===== src/rtl/ptts_pkg.sv =====
// Shared types, codes and widths for the periodic task tick scheduler.
package ptts_pkg;

    // Field widths
    localparam int FUNC_W        = 3;
    localparam int SLOT_W        = 8;
    localparam int WORD_W        = 32;
    localparam int KIND_W        = 2;
    localparam int STAT_W        = 2;
    localparam int TASK_W        = 3;
    localparam int IN_TDATA_W    = 80;
    localparam int OUT_TDATA_W   = 8;
    localparam int DEF_NUM_SLOTS = 8;

    // Operation codes
    localparam logic [FUNC_W-1:0] FUNC_CREATE  = 3'd0;
    localparam logic [FUNC_W-1:0] FUNC_DELETE  = 3'd1;
    localparam logic [FUNC_W-1:0] FUNC_RESUME  = 3'd2;
    localparam logic [FUNC_W-1:0] FUNC_SUSPEND = 3'd3;
    localparam logic [FUNC_W-1:0] FUNC_TICK    = 3'd4;

    // Result kinds
    localparam logic [KIND_W-1:0] KIND_STATUS = 2'd0;
    localparam logic [KIND_W-1:0] KIND_FIRE   = 2'd1;
    localparam logic [KIND_W-1:0] KIND_DONE   = 2'd2;

    // Status codes
    localparam logic [STAT_W-1:0] STAT_OK        = 2'd0;
    localparam logic [STAT_W-1:0] STAT_OVERWRITE = 2'd1;
    localparam logic [STAT_W-1:0] STAT_BADSLOT   = 2'd2;

    // Sequencer states
    typedef enum logic [1:0] {
        ST_IDLE,
        ST_CMD,
        ST_TICK,
        ST_DONE
    } t_state;

    // Write controls into the slot table
    typedef struct packed {
        logic              per_we;
        logic              cnt_we;
        logic              vld_set;
        logic [WORD_W-1:0] per_wdata;
        logic [WORD_W-1:0] cnt_wdata;
    } t_tbl_wr;

    // Result of one countdown step
    typedef struct packed {
        logic              active;
        logic              fire;
        logic [WORD_W-1:0] cnt_next;
    } t_step_res;

endpackage


===== src/rtl/periodic_task_tick_scheduler_core.sv =====
// Top level of the periodic task tick scheduler: sequencer and result register.
// A command (create, delete, resume, suspend) has an accept cycle, which also reads
// the addressed slot from the table, followed by an execute step that writes the
// table and posts the status once the output register is free. A tick has the
// accept cycle, one step per slot through the single shared decrement-and-compare
// unit, and a closing result posted once the output is free; a fire result meeting
// a full output register stalls that slot's step. The slot table comes out of
// reset empty through per-slot valid bits, with no clearing pass. The next item is
// taken once the previous one has handed its last result to the output register.
module periodic_task_tick_scheduler_core #(
    parameter int NUM_SLOTS = ptts_pkg::DEF_NUM_SLOTS
) (
    input  logic                              i_clk,
    input  logic                              i_rst_n,
    input  logic                              s_axis_tvalid,
    output logic                              s_axis_tready,
    // [7:0] slot, [39:8] period, [71:40] first_delay, [72] initial_ready, rest zero
    input  logic [ptts_pkg::IN_TDATA_W-1:0]   s_axis_tdata,
    // [2:0] func
    input  logic [ptts_pkg::FUNC_W-1:0]       s_axis_tuser,
    output logic                              m_axis_tvalid,
    input  logic                              m_axis_tready,
    // [1:0] status, [4:2] task_slot, [7:5] zero
    output logic [ptts_pkg::OUT_TDATA_W-1:0]  m_axis_tdata,
    // [1:0] kind
    output logic [ptts_pkg::KIND_W-1:0]       m_axis_tuser,
    output logic                              m_axis_tlast
);
    import ptts_pkg::*;

    localparam int IW = (NUM_SLOTS > 1) ? $clog2(NUM_SLOTS) : 1;

    t_state r_state, n_state;

    logic [FUNC_W-1:0] r_func, n_func;
    logic              r_bad, n_bad;
    logic [WORD_W-1:0] r_period, n_period;
    logic [WORD_W-1:0] r_delay, n_delay;
    logic              r_irdy, n_irdy;
    logic [IW-1:0]     r_idx, n_idx;
    logic [NUM_SLOTS-1:0] r_rdy, n_rdy;

    logic              r_ovld;
    logic [KIND_W-1:0] r_okind;
    logic [STAT_W-1:0] r_ostat;
    logic [TASK_W-1:0] r_otask;
    logic              r_olast;

    logic              load_out;
    logic [KIND_W-1:0] out_kind;
    logic [STAT_W-1:0] out_stat;
    logic [TASK_W-1:0] out_task;
    logic              out_last;
    logic              out_free;
    logic              in_range;
    logic              idx_last;
    logic              stall;

    logic [IW-1:0]     rd_addr;
    t_tbl_wr           tbl_wr;
    logic [WORD_W-1:0] tbl_per;
    logic [WORD_W-1:0] tbl_cnt;
    t_step_res         step;

    ptts_slot_mem #(
        .NUM_SLOTS (NUM_SLOTS),
        .IW        (IW)
    ) u_mem (
        .i_clk     (i_clk),
        .i_rst_n   (i_rst_n),
        .i_wr_addr (r_idx),
        .i_wr      (tbl_wr),
        .i_rd_addr (rd_addr),
        .o_per     (tbl_per),
        .o_cnt     (tbl_cnt)
    );

    ptts_step_unit u_step (
        .i_per (tbl_per),
        .i_cnt (tbl_cnt),
        .i_rdy (r_rdy[r_idx]),
        .o_res (step)
    );

    assign out_free      = !r_ovld || m_axis_tready;
    assign in_range      = s_axis_tdata[SLOT_W-1:0] < SLOT_W'(NUM_SLOTS);
    assign idx_last      = (r_idx == IW'(NUM_SLOTS - 1));
    assign s_axis_tready = (r_state == ST_IDLE);

    // Control registers
    always_ff @(posedge i_clk) begin
        if (!i_rst_n) begin
            r_state <= ST_IDLE;
            r_idx   <= '0;
            r_rdy   <= '0;
        end else begin
            r_state <= n_state;
            r_idx   <= n_idx;
            r_rdy   <= n_rdy;
        end
    end

    // Latched command payload
    always_ff @(posedge i_clk) begin
        r_func   <= n_func;
        r_bad    <= n_bad;
        r_period <= n_period;
        r_delay  <= n_delay;
        r_irdy   <= n_irdy;
    end

    // Sequencer: next state, table writes and result selection
    always_comb begin
        n_state  = r_state;
        n_func   = r_func;
        n_bad    = r_bad;
        n_period = r_period;
        n_delay  = r_delay;
        n_irdy   = r_irdy;
        n_idx    = r_idx;
        n_rdy    = r_rdy;
        rd_addr  = r_idx;
        tbl_wr   = '0;
        load_out = 1'b0;
        out_kind = KIND_STATUS;
        out_stat = STAT_OK;
        out_task = '0;
        out_last = 1'b1;
        stall    = 1'b0;

        unique case (r_state)
            ST_IDLE: begin
                // Read the addressed slot, or slot zero for a tick or an out-of-range slot
                rd_addr = (s_axis_tuser != FUNC_TICK && in_range)
                        ? IW'(s_axis_tdata[SLOT_W-1:0]) : '0;
                if (s_axis_tvalid) begin
                    n_func   = s_axis_tuser;
                    n_bad    = !in_range;
                    n_period = s_axis_tdata[SLOT_W +: WORD_W];
                    n_delay  = s_axis_tdata[SLOT_W + WORD_W +: WORD_W];
                    n_irdy   = s_axis_tdata[SLOT_W + 2*WORD_W];
                    n_idx    = rd_addr;
                    n_state  = (s_axis_tuser == FUNC_TICK) ? ST_TICK : ST_CMD;
                end
            end

            ST_CMD: begin
                if (out_free) begin
                    load_out = 1'b1;
                    n_state  = ST_IDLE;
                    if (r_bad && r_func <= FUNC_SUSPEND) begin
                        out_stat = STAT_BADSLOT;
                    end else begin
                        unique case (r_func)
                            FUNC_CREATE: begin
                                if (tbl_per != '0) begin
                                    out_stat = STAT_OVERWRITE;
                                end else begin
                                    tbl_wr.per_we     = 1'b1;
                                    tbl_wr.cnt_we     = 1'b1;
                                    tbl_wr.vld_set    = 1'b1;
                                    tbl_wr.per_wdata  = r_period;
                                    tbl_wr.cnt_wdata  = r_delay;
                                    n_rdy[r_idx]      = r_irdy;
                                end
                            end
                            FUNC_DELETE: begin
                                tbl_wr.per_we = 1'b1;
                            end
                            FUNC_RESUME: begin
                                n_rdy[r_idx] = 1'b1;
                            end
                            FUNC_SUSPEND: begin
                                n_rdy[r_idx] = 1'b0;
                            end
                            default: begin
                            end
                        endcase
                    end
                end
            end

            ST_TICK: begin
                // Hold this slot while a fire result cannot be posted
                stall = step.fire && !out_free;
                if (!stall) begin
                    tbl_wr.cnt_we    = step.active;
                    tbl_wr.cnt_wdata = step.cnt_next;
                    if (step.fire) begin
                        load_out = 1'b1;
                        out_kind = KIND_FIRE;
                        out_task = TASK_W'(r_idx);
                        out_last = 1'b0;
                    end
                    if (idx_last) begin
                        n_state = ST_DONE;
                    end else begin
                        n_idx   = r_idx + IW'(1);
                        rd_addr = r_idx + IW'(1);
                    end
                end
            end

            ST_DONE: begin
                if (out_free) begin
                    load_out = 1'b1;
                    out_kind = KIND_DONE;
                    n_idx    = '0;
                    n_state  = ST_IDLE;
                end
            end

            default: begin
                n_state = ST_IDLE;
            end
        endcase
    end

    // Output register: load a result, drop it once taken
    always_ff @(posedge i_clk) begin
        if (!i_rst_n) begin
            r_ovld <= 1'b0;
        end else if (load_out) begin
            r_ovld <= 1'b1;
        end else if (m_axis_tready) begin
            r_ovld <= 1'b0;
        end
    end

    always_ff @(posedge i_clk) begin
        if (load_out) begin
            r_okind <= out_kind;
            r_ostat <= out_stat;
            r_otask <= out_task;
            r_olast <= out_last;
        end
    end

    assign m_axis_tvalid = r_ovld;
    assign m_axis_tdata  = {3'b000, r_otask, r_ostat};
    assign m_axis_tuser  = r_okind;
    assign m_axis_tlast  = r_olast;

    // An accepted item always starts work
    a_accept_leaves_idle: assert property (@(posedge i_clk) disable iff (!i_rst_n)
        s_axis_tvalid && s_axis_tready |=> r_state != ST_IDLE)
        else $error("accepted transaction did not start work");

    // A stalled slot keeps its index
    a_stall_holds_idx: assert property (@(posedge i_clk) disable iff (!i_rst_n)
        r_state == ST_TICK && stall |=> r_state == ST_TICK && $stable(r_idx))
        else $error("tick slot moved during a stall");

    // Fire results never close a tick; closing and status results always do
    a_last_by_kind: assert property (@(posedge i_clk) disable iff (!i_rst_n)
        m_axis_tvalid |-> (m_axis_tlast == (m_axis_tuser != KIND_FIRE)))
        else $error("tlast does not match result kind");

    // A result is never overwritten before it is taken
    a_no_overwrite: assert property (@(posedge i_clk) disable iff (!i_rst_n)
        load_out |-> !r_ovld || m_axis_tready)
        else $error("result register overwritten");

endmodule


===== src/rtl/ptts_slot_mem.sv =====
// Slot table: period and countdown memories with per-entry valid bits.
module ptts_slot_mem #(
    parameter int NUM_SLOTS = ptts_pkg::DEF_NUM_SLOTS,
    parameter int IW        = 3
) (
    input  logic                      i_clk,
    input  logic                      i_rst_n,
    input  logic [IW-1:0]             i_wr_addr,
    input  ptts_pkg::t_tbl_wr         i_wr,
    input  logic [IW-1:0]             i_rd_addr,
    output logic [ptts_pkg::WORD_W-1:0] o_per,
    output logic [ptts_pkg::WORD_W-1:0] o_cnt
);
    import ptts_pkg::*;

    logic [WORD_W-1:0]    r_per_mem [NUM_SLOTS];
    logic [WORD_W-1:0]    r_cnt_mem [NUM_SLOTS];
    logic [WORD_W-1:0]    r_per_q;
    logic [WORD_W-1:0]    r_cnt_q;
    logic [IW-1:0]        r_rd_addr;
    logic [NUM_SLOTS-1:0] r_vld;

    // Write ports and registered read
    always_ff @(posedge i_clk) begin
        if (i_wr.per_we) begin
            r_per_mem[i_wr_addr] <= i_wr.per_wdata;
        end
        if (i_wr.cnt_we) begin
            r_cnt_mem[i_wr_addr] <= i_wr.cnt_wdata;
        end
        r_per_q   <= r_per_mem[i_rd_addr];
        r_cnt_q   <= r_cnt_mem[i_rd_addr];
        r_rd_addr <= i_rd_addr;
    end

    // Mark entries written by a create; reset leaves every slot empty
    always_ff @(posedge i_clk) begin
        if (!i_rst_n) begin
            r_vld <= '0;
        end else if (i_wr.vld_set) begin
            r_vld[i_wr_addr] <= 1'b1;
        end
    end

    // Entries never created read as zero
    assign o_per = r_vld[r_rd_addr] ? r_per_q : '0;
    assign o_cnt = r_vld[r_rd_addr] ? r_cnt_q : '0;

endmodule


===== src/rtl/ptts_step_unit.sv =====
// Shared countdown unit: decrement, zero compare and reload for one slot.
module ptts_step_unit (
    input  logic [ptts_pkg::WORD_W-1:0] i_per,
    input  logic [ptts_pkg::WORD_W-1:0] i_cnt,
    input  logic                        i_rdy,
    output ptts_pkg::t_step_res         o_res
);
    import ptts_pkg::*;

    logic [WORD_W-1:0] dec;

    // Saturate at zero so a countdown already at zero fires instead of wrapping
    always_comb begin
        dec            = (i_cnt != '0) ? (i_cnt - WORD_W'(1)) : '0;
        o_res.active   = (i_per != '0) && i_rdy;
        o_res.fire     = o_res.active && (dec == '0);
        o_res.cnt_next = o_res.fire ? i_per : dec;
    end

endmodule


===== config.mk =====
export PLATFORM = sky130hd
export DESIGN_NAME = periodic_task_tick_scheduler_core
export DESIGN_NICKNAME = d
export VERILOG_FILES = /design/src/rtl/ptts_pkg.sv /design/src/rtl/periodic_task_tick_scheduler_core.sv /design/src/rtl/ptts_slot_mem.sv /design/src/rtl/ptts_step_unit.sv
export SDC_FILE = /design/constraint.sdc
export NUM_CORES = 1
export LEC_CHECK = 0
export BUFFER_PORTS_ARGS = -buffer_cell sky130_fd_sc_hd__buf_2
export CAP_MARGIN = 20
export CORE_ASPECT_RATIO = 1.4
export CORE_UTILIZATION = 30
export CTS_BUF_LIST = sky130_fd_sc_hd__clkbuf_8
export DETAILED_ROUTE_END_ITERATION = 6
export GPL_TIMING_DRIVEN = 0
export PLACE_DENSITY = 0.43
export SLEW_MARGIN = 10
export SYNTH_ARGS = -nofsm -noshare
export SYNTH_HDL_FRONTEND = slang
export SYNTH_HIERARCHICAL = 1
export SYNTH_SLANG_ARGS = --single-unit

===== constraint.sdc =====
create_clock -name i_clk -period 6.8 [get_ports i_clk]
set_input_delay 1.36 -clock i_clk [delete_from_list [all_inputs] [get_ports i_clk]]
set_output_delay 1.36 -clock i_clk [all_outputs]
set_load 0.05 [all_outputs]

==> impl_metrics.py <==
metrics = {
    "power_and_ir_drop": {
        "vdd_drop_max_uv": 286,
        "p_comb_share_pct": 38.2,
        "p_leak_nw": 11.0,
        "power_mw": 13.4,
        "powerDensity_nw_per_um2": 418,
        "sequentialPowerShare_pct": 37.5,
        "swShare_pct": 36.1,
        "p_clk_share_pct": 24.4,
        "power_switching_mw": 4.83,
        "p_int_mw": 8.56,
    },
    "sta": {
        "finalSetupViolations": 0,
        "worst_pin_slew_ps": 1010,
        "skew_ps": 34.8,
        "period_needed_ps": 6480,
        "fmaxAchievable_mhz": 154,
        "setup_ws_ps": 319,
        "fin_crit_sh_pct": 95.3,
        "rsz0062_at_grt": "no",
        "finalSetupTns_ps": 0,
        "final_max_slew_viol_count": 0,
        "final_hold_viol_count": 0,
        "max_slew_margin_pct": 32.6,
    },
    "place": {
        "dp_slack_ps": -1530,
        "place_inst": 2874,
        "io_buffers": 89,
        "place_hpwl_um": 49700,
        "place_congestion": 0.887,
    },
    "detailed_routing": {
        "drc": 0,
        "routed_via_density": 4.80,
        "ant_nets": 0,
        "drtPass1Iterations": 5,
        "drt-total-wl_um": 73500,
        "vias": 14817,
        "post_drt_wl_per_cell_um": 23.8,
        "first_iter_violations": 907,
    },
    "worst_setup_path": {
        "crit_chain": "mux2_2 -> o22ai_4 -> clkbuf_4 -> nor3_1 -> or3_2 -> or3_4 -> nor4_2 -> mux2_2 -> a2111oi_4 -> buf_6 -> nand2_1 -> nor2_4 -> nand3b_1 -> a21o_1 -> o21ai_0 -> a21oi_1 -> nand2_1 -> buf_6 -> buf_6 -> mux4_2 -> mux2_2",
        "endpoint_kind": "flop",
        "arrival_ps": 7090,
        "cp.required_ps": 7410,
        "cp-start-kind": "flop",
        "cp_slowest_cell": "or3_2",
        "crit_path_max_fanout": 10,
        "max_stage_delay_ps": 560,
        "worstSetupPathType": "flop to flop",
    },
    "logic_synthesis": {
        "syn_area_per_cell_sq_um": 17.4,
        "synth-compound-area-share_pct": 3.71,
        "synth_mux_area_share_pct": 13.5,
        "synthArstFlopShare_pct": 0,
        "synth_seq_cells": 678,
        "synth_xor_area_share_pct": 0.673,
        "seq_area_frac_synth_pct": 71.2,
        "netlist_instances": 1575,
        "ys_warn_count": 6,
        "synth_fa_ha_area_share_pct": 0.320,
        "synth_top_family_by_area": "multiplexers",
        "synth-simple-area-share_pct": 7.43,
        "syn-cell-area_sq_um": 27300,
        "synth_cell_types": 71,
        "synthFlopType": "edfxtp_1",
        "synth_edf_count": 589,
    },
    "clock_tree": {
        "postCtsHoldBufs": 0,
        "cts_tree": "done",
        "root_buffer": "clkbuf_8",
        "clock_latency_ps": 740,
        "cts_num_sinks": 678,
        "clk_pin_slew_ps": 60,
        "h-tree-depth": 3,
        "numCtsBuffers": 110,
        "clockBufferDepth": 3,
    },
    "global_routing": {
        "grtUsageTotal_pct": 16.0,
        "grt_antenna_before_repair": 3,
        "first_global_vias": 16105,
        "grt_max_degree": 26,
        "grt_pass1_wl_um": 107000,
        "grt_overflow": 0,
    },
    "job": {
        "maxCapViolations": 0,
    },
    "cells_and_area": {
        "drive_gt1_share_pct": 30.4,
        "fillers": 8558,
        "nets": 1901,
        "stdcell_count": 3089,
        "final_util_pct": 35.6,
        "syn_to_final_growth_pct": 17.2,
    },
    "min_path": {
        "min_path_type": "flop to flop",
    },
    "die": {
        "core-area_sq_um": 89900,
        "die-width_um": 257,
        "rows": 130,
        "initial_utilization_pct": 30.4,
        "io_pins": 100,
        "dieHeight_um": 359,
        "dieArea_sq_um": 92400,
    },
    "run_status": {
        "status": "finished clean",
    },
}
==> placed cells by master (no fill, tap or decap), drive strengths merged, types with 9 or more instances in the layout <==
cell type,instances
nand2,50
edfxtp,589
nor3,78
nand4,11
a31oi,13
nor2,57
dfxtp,89
clkinv,31
a22o,33
a221oi,9
mux2,69
clkbuf,155
nand3,55
xor2,14
nor4,29
o21ai,40
inv,128
and2,39
mux4,128
buf,167
o21a,9
==> layout make-up <==
class                      count  area (sq um)  area share (%)
clock inverter                86           405            1.26
antenna                        1          2.50         0.00781
buffer                        84           614            1.92
tap                         1188          1490            4.64
timing repair buffer         120           928            2.90
inverter                      77           289           0.902
multi-input combinational    736          7220            22.5
clock buffer                 119          1640            5.11
sequential                   678         19500            60.7
==> per-layer routing <==
layer	vias up	routed length (um)	global-route usage, %
met3	122	2880	2.77
met4	0	2530	7.06
met1	7680	30000	19.2
met5	-	0	0
met2	326	38100	28.1
li1	6689	-	-
==> worst max-delay path, delay by kind of cell, from the launching register on <==
family / cells / cell delay, ps
DFF: 1 / 420
buffers and inverters: 4 / 1020
and+or+nand+nor: 8 / 2190
AOI/OAI and AO/OA: 5 / 1050
muxes: 4 / 1670
==> cells by family (layout without fill, tap and decap cells) <==
group	count (synthesis)	in the layout
xor+xnor	21	21
buf+inv	163	486
other cells	1	4
flops	678	678
fa+ha+maj	7	7
simple gates	370	370
compound gates	135	135
mux	200	200
==> state kept, by name, indices dropped and copies added (netlist names), 8 cells and up, named ones only <==
register and count:
u_mem/r_cnt_mem 256, u_mem/r_per_mem 256, r_delay 32, r_period 32, u_mem/r_cnt_q 32, u_mem/r_per_q 32, u_mem/r_vld 8
==> power by group through the flow <==
stage	clock [mW]	sequential [mW]	combinational, mW
after global placement	0	5.13	4.93
after floorplan	0	5.07	3.53
after detailed placement	0	5.10	4.99
final	3.27	5.02	5.11
after CTS	3.41	5.02	5.09
after global routing	3.57	5.04	5.52
==> worst paths after layout <==
path	startpoint	endpoint	slack, ps	depth (start not counted)
worst min-delay path	u_mem/r_vld[4]	u_mem/r_vld[4]	460	1
worst max-delay path	u_mem/r_rd_addr[0]	u_mem/r_per_q[25]	320	21
worst max register to register	u_mem/r_rd_addr[0]	u_mem/r_per_q[25]	320	21
worst min register to register	u_mem/r_vld[4]	u_mem/r_vld[4]	460	1
==> through the flow <==
stage / instance area [sq um] / hold WS (ps)
floorplan: 27300 / 435
global placement: 29300 / 452
detailed placement: 29800 / 455
CTS: 32000 / 469
global route: 32000 / 490
finish: 32000 / 464
==> repair_timing <==
| item | in CTS | in global routing |
|---|---|---|
| setup buffers | 4 | 6 |
| endpoints found under the setup margin | 434 | 64 |
| pin swaps | 5 | 3 |
| resized for setup | 37 | 17 |
==> Yosys cell counts (12+ instances only) <==
library cell,n,area (sq um)
clkbuf_1,34,128
nand2_1,49,184
buf_6,19,214
and2_1,39,244
nor3_1,74,370
edfxtp_1,589,17700
a31oi_1,12,75.1
o21ai_0,13,65.1
nand3_1,54,270
xor2_1,14,123
o21ai_1,19,95.1
mux2_2,69,777
mux4_2,128,2880
nor4_1,28,175
nor2_1,57,214
dfxtp_1,89,1780
a22o_1,33,289
inv_1,77,289
No activity file was read; power rests on OpenSTA's default activity.
